## src/sv/iira_pkg.sv

```systemverilog
// Package for the indexed insert/remove array core.
// Holds opcode, status and cell command types plus default sizes; no dependencies.
package iira_pkg;

    localparam int CAPACITY_DEF   = 64;
    localparam int DATA_WIDTH_DEF = 32;

    // Fixed port widths
    localparam int OP_W    = 3;
    localparam int POS_W   = 7;
    localparam int VALUE_W = 32;
    localparam int COUNT_W = 7;
    localparam int STAT_W  = 2;

    // Internal compare width, covers positions and counts up to the largest capacity
    localparam int MAX_POS_W = 13;

    typedef enum logic [OP_W-1:0] {
        OP_APPEND = 3'd0,
        OP_INSERT = 3'd1,
        OP_REMOVE = 3'd2,
        OP_READ   = 3'd3,
        OP_WRITE  = 3'd4,
        OP_CLEAR  = 3'd5
    } op_t;

    typedef enum logic [STAT_W-1:0] {
        ST_OK    = 2'd0,
        ST_RANGE = 2'd1,
        ST_FULL  = 2'd2
    } status_t;

    typedef enum logic [1:0] {
        CMD_NONE   = 2'd0,
        CMD_WRITE  = 2'd1,
        CMD_INSERT = 2'd2,
        CMD_REMOVE = 2'd3
    } cmd_t;

    // Broadcast to every cell
    typedef struct packed {
        cmd_t                 cmd;
        logic [MAX_POS_W-1:0] pos;
    } cell_ctrl_t;

endpackage

```

## src/sv/iira_cell.sv

```systemverilog
// One storage cell of the array chain: holds an entry, shifts from a neighbour.
// Depends on iira_pkg.
module iira_cell #(
    parameter int DATA_WIDTH = iira_pkg::DATA_WIDTH_DEF,
    parameter int INDEX      = 0
) (
    input  logic                   clk,
    input  iira_pkg::cell_ctrl_t   ctrl,
    input  logic [DATA_WIDTH-1:0]  wr_data,
    input  logic [DATA_WIDTH-1:0]  left_data,   // entry below
    input  logic [DATA_WIDTH-1:0]  right_data,  // entry above
    output logic [DATA_WIDTH-1:0]  data,
    output logic [DATA_WIDTH-1:0]  sel_data     // entry if addressed, else zero
);

    localparam logic [iira_pkg::MAX_POS_W-1:0] IDX = iira_pkg::MAX_POS_W'(INDEX);

    logic [DATA_WIDTH-1:0] data_reg;
    logic [DATA_WIDTH-1:0] data_next;
    logic                  hit;
    logic                  above;

    assign hit   = (ctrl.pos == IDX);
    assign above = (IDX > ctrl.pos);

    always_comb
    begin
        data_next = data_reg;
        case (ctrl.cmd)
            iira_pkg::CMD_WRITE:
            begin
                if (hit)
                    data_next = wr_data;
            end
            iira_pkg::CMD_INSERT:
            begin
                if (above)
                    data_next = left_data;
                else if (hit)
                    data_next = wr_data;
            end
            iira_pkg::CMD_REMOVE:
            begin
                if (above || hit)
                    data_next = right_data;
            end
            default:
            begin
                data_next = data_reg;
            end
        endcase
    end

    // payload only, no reset
    always_ff @(posedge clk)
    begin
        data_reg <= data_next;
    end

    assign data     = data_reg;
    assign sel_data = hit ? data_reg : '0;

endmodule

```

## config.mk

```make
export PLATFORM = sky130hd
export DESIGN_NAME = iira_cell
export DESIGN_NICKNAME = d
export VERILOG_FILES = /design/src/sv/iira_pkg.sv /design/src/sv/iira_cell.sv
export SDC_FILE = /design/constraint.sdc
export NUM_CORES = 1
export LEC_CHECK = 0
export BUFFER_PORTS_ARGS = -buffer_cell sky130_fd_sc_hd__buf_4
export CAP_MARGIN = 20
export CORE_MARGIN = 3
export CORE_UTILIZATION = 43
export CTS_CLUSTER_DIAMETER = 30
export CTS_CLUSTER_SIZE = 14
export DETAILED_ROUTE_END_ITERATION = 16
export PLACE_DENSITY_LB_ADDON = 0.08
export SYNTH_ARGS = -nofsm -noshare
export SYNTH_HDL_FRONTEND = slang
export SYNTH_SLANG_ARGS = --single-unit
```

## constraint.sdc

```tcl
create_clock -name clk -period 5.3 [get_ports clk]
set_clock_uncertainty 0.2 [all_clocks]
set_input_delay 0.795 -clock clk [delete_from_list [all_inputs] [get_ports clk]]
set_output_delay 0.795 -clock clk [all_outputs]
set_load 0.01 [all_outputs]
```

==> impl_metrics.ini <==
[global_route]
grt-ovfl-total = 0
track_usage_pct = 20.00
globalRoute.busiestLayer = met2
grt_max_degree = 67
antenna_found_initial = 0
grt_pass1_wl_mm = 9.735
use_met3_pct = 4.930
grt_pass1_vias = 2091
met1_usage_pct = 24.20
gr-usage-met2_pct = 35.02

[place]
globalplace.congestion = 0.7501
port-buffer-count = 143
place.detailed.hpwl_mm = 4.277
pre_cts_ws_ns = 1.820

[floorplanning]
rows = 25
initial_core_util_pct = 45.12
dieArea_mm2 = 0.005944
die_w_um = 77.10
core_area_mm2 = 0.004817
dieHeight_um = 77.10
io_pins = 176

[clock_tree]
clk_path_buf_depth = 2
cts-root-buf = clkbuf_8
clk_pin_slew_ns = 0.07
cts_made_buffers = 5
post-cts-setup-buffer-count = 0
ctsHoldBuffers = 0
clkLatencyLatePin_ns = 0.28
clock_sinks = 32
htreeDepth = 2
cts_tree = yes
cts_resized = 0

[run_status]
outcome = complete, no violations

[yosys]
synth-seq-area-share_pct = 44.21
synth_nets = 306
synth-seq-cells = 32
yosysWarnings = 0
synth_top_area_cell = edfxtp_1
synth_cell_type_count = 18
avgSynthCellArea_um2 = 11.32
synth_top_area_share_pct = 44.21
synth_area_mm2 = 0.002173
netlist_top_cells_area = edfxtp_1 (44%), a22oi_1 (22%), mux2i_1 (15%)
synthCells = 192

[critical_path]
endpoint = sel_data[0]
critical_path_class = in -> out
crit_path_start_kind = input port
cp.arrival_ns = 2.47
worstReg2RegEnd = data[9]$_DFFE_PP_
critPathLaunch = ctrl[9]
r2r_slack_ns = 4.10
cp_max_fo = 33
required_ns = 4.30
r2r_cells = 2
r2r_start = data[9]$_DFFE_PP_
end_kind = output pin

[route]
post_drt_via_cell_ratio = 5.555
vias = 2183
dr.pass1.iters = 5
wl_per_cell_um = 15.78
initialDrtViolationCount = 139
antenna_left = 0
drc = 0
postRouteWirelength_mm = 6.201

[timing]
worst_slack_ns = 1.831
layout_min_cycle_time_ns = 3.469
holdWs_ns = 0.4840
fmax_mhz = 288.3
setup_tns_ns = 0
relSlewSlack_pct = 36.69
tightest_slew_ns = 0.9497
rsz0062_at_grt = no
period_share_pct = 65.45
drv_slew = 0
hold_viol = 0
setup_violations = 0

[min_path]
worst_hold_path_type = reg -> reg

[cells_and_area]
register_area_um2 = 960.9
multiInputGateArea_mm2 = 0.001115
diodes = 0
fin_util_pct = 70.13
fillCellCount = 411
area_growth_pct = 55.44
final_cell_mix = buf_4 (147), a22oi_1 (64), mux2i_1 (32), and2_1 (32), edfxtp_1 (32)
drive_gt1_share_pct = 49.39
largest_reg_flops = 32
layout_commonest_cell = buf_4
finalNetCount = 439

[pwr]
peakVddDrop_uv = 178.9
p_leak_nw = 1.762
power.density_mw_per_mm2 = 219.4

[flow_run]
cap_viol_max_count = 0
==> routing by layer <==
metal	wire length, um	share of wire [%]
met1	2639	43
met2	3120	50
met3	401	6.5
met4	40	0.65
met5	0	0
==> cells by family after synthesis <==
family / synth area share, %
compound gates: 22.11
fa+ha+maj: 1.151
buf+inv: 5.296
flops: 44.21
mux: 15.20
simple gates: 12.03
==> synth_stat cells <==
cell type / n
buf_1: 2
buf_6: 3
ha_1: 2
mux2i_1: 33
nand4_2: 1
a22oi_1: 64
and2_1: 32
buf_4: 1
buf_2: 2
nor3_1: 1
nor4_2: 2
edfxtp_1: 32
nand2b_1: 1
nor2_1: 1
clkbuf_1: 10
clkbuf_2: 3
and4_1: 1
inv_1: 1
==> cell type report <==
cell class / count / area share, %
Inverter: 1 / 0.1111
Timing Repair Buffer: 147 / 32.67
Sequential cell: 32 / 28.44
Clock buffer: 5 / 2.037
Clock inverter: 3 / 1.259
Tap cell: 67 / 2.481
Multi-Input combinational cell: 138 / 33.00
==> power by group <==
group          total, W  switching (W)  internal [W]
sequential     0.000333      0.0000184      0.000315
combinational  0.000175      0.0000761     0.0000988
clock          0.000233      0.0000943      0.000139
total          0.000741       0.000189      0.000553
==> worst max-delay path, cell delays in order <==
cell	delay [ns]
buf_4	0.11
nor4_2	0.32
and4_1	0.88
and2_1	0.23
buf_4	0.13
==> how the worst min path moves through the flow <==
stage	from	endpoint	depth (start not counted)
2_1_floorplan	data[21]$_DFFE_PP_	data[21]$_DFFE_PP_	2
3_3_place_gp	data[24]$_DFFE_PP_	data[24]$_DFFE_PP_	2
3_5_place_dp	data[3]$_DFFE_PP_	data[3]$_DFFE_PP_	2
4_1_cts	data[3]$_DFFE_PP_	data[3]$_DFFE_PP_	2
5_1_grt	data[24]$_DFFE_PP_	data[24]$_DFFE_PP_	2
6_report	data[3]$_DFFE_PP_	data[3]$_DFFE_PP_	2
==> through the flow <==
stage | instances | cell area (um^2) | power [W]
final | 393 | 3378 | 0.0007413
after global routing | 393 | 3378 | 0.0007744
after floorplan | 192 | 2173 | 0.0004124
after detailed placement | 385 | 3267 | 0.0005146
after global placement | 385 | 3267 | 0.0005094
after CTS | 393 | 3378 | 0.0007479
(Power assumes the default switching activity.)
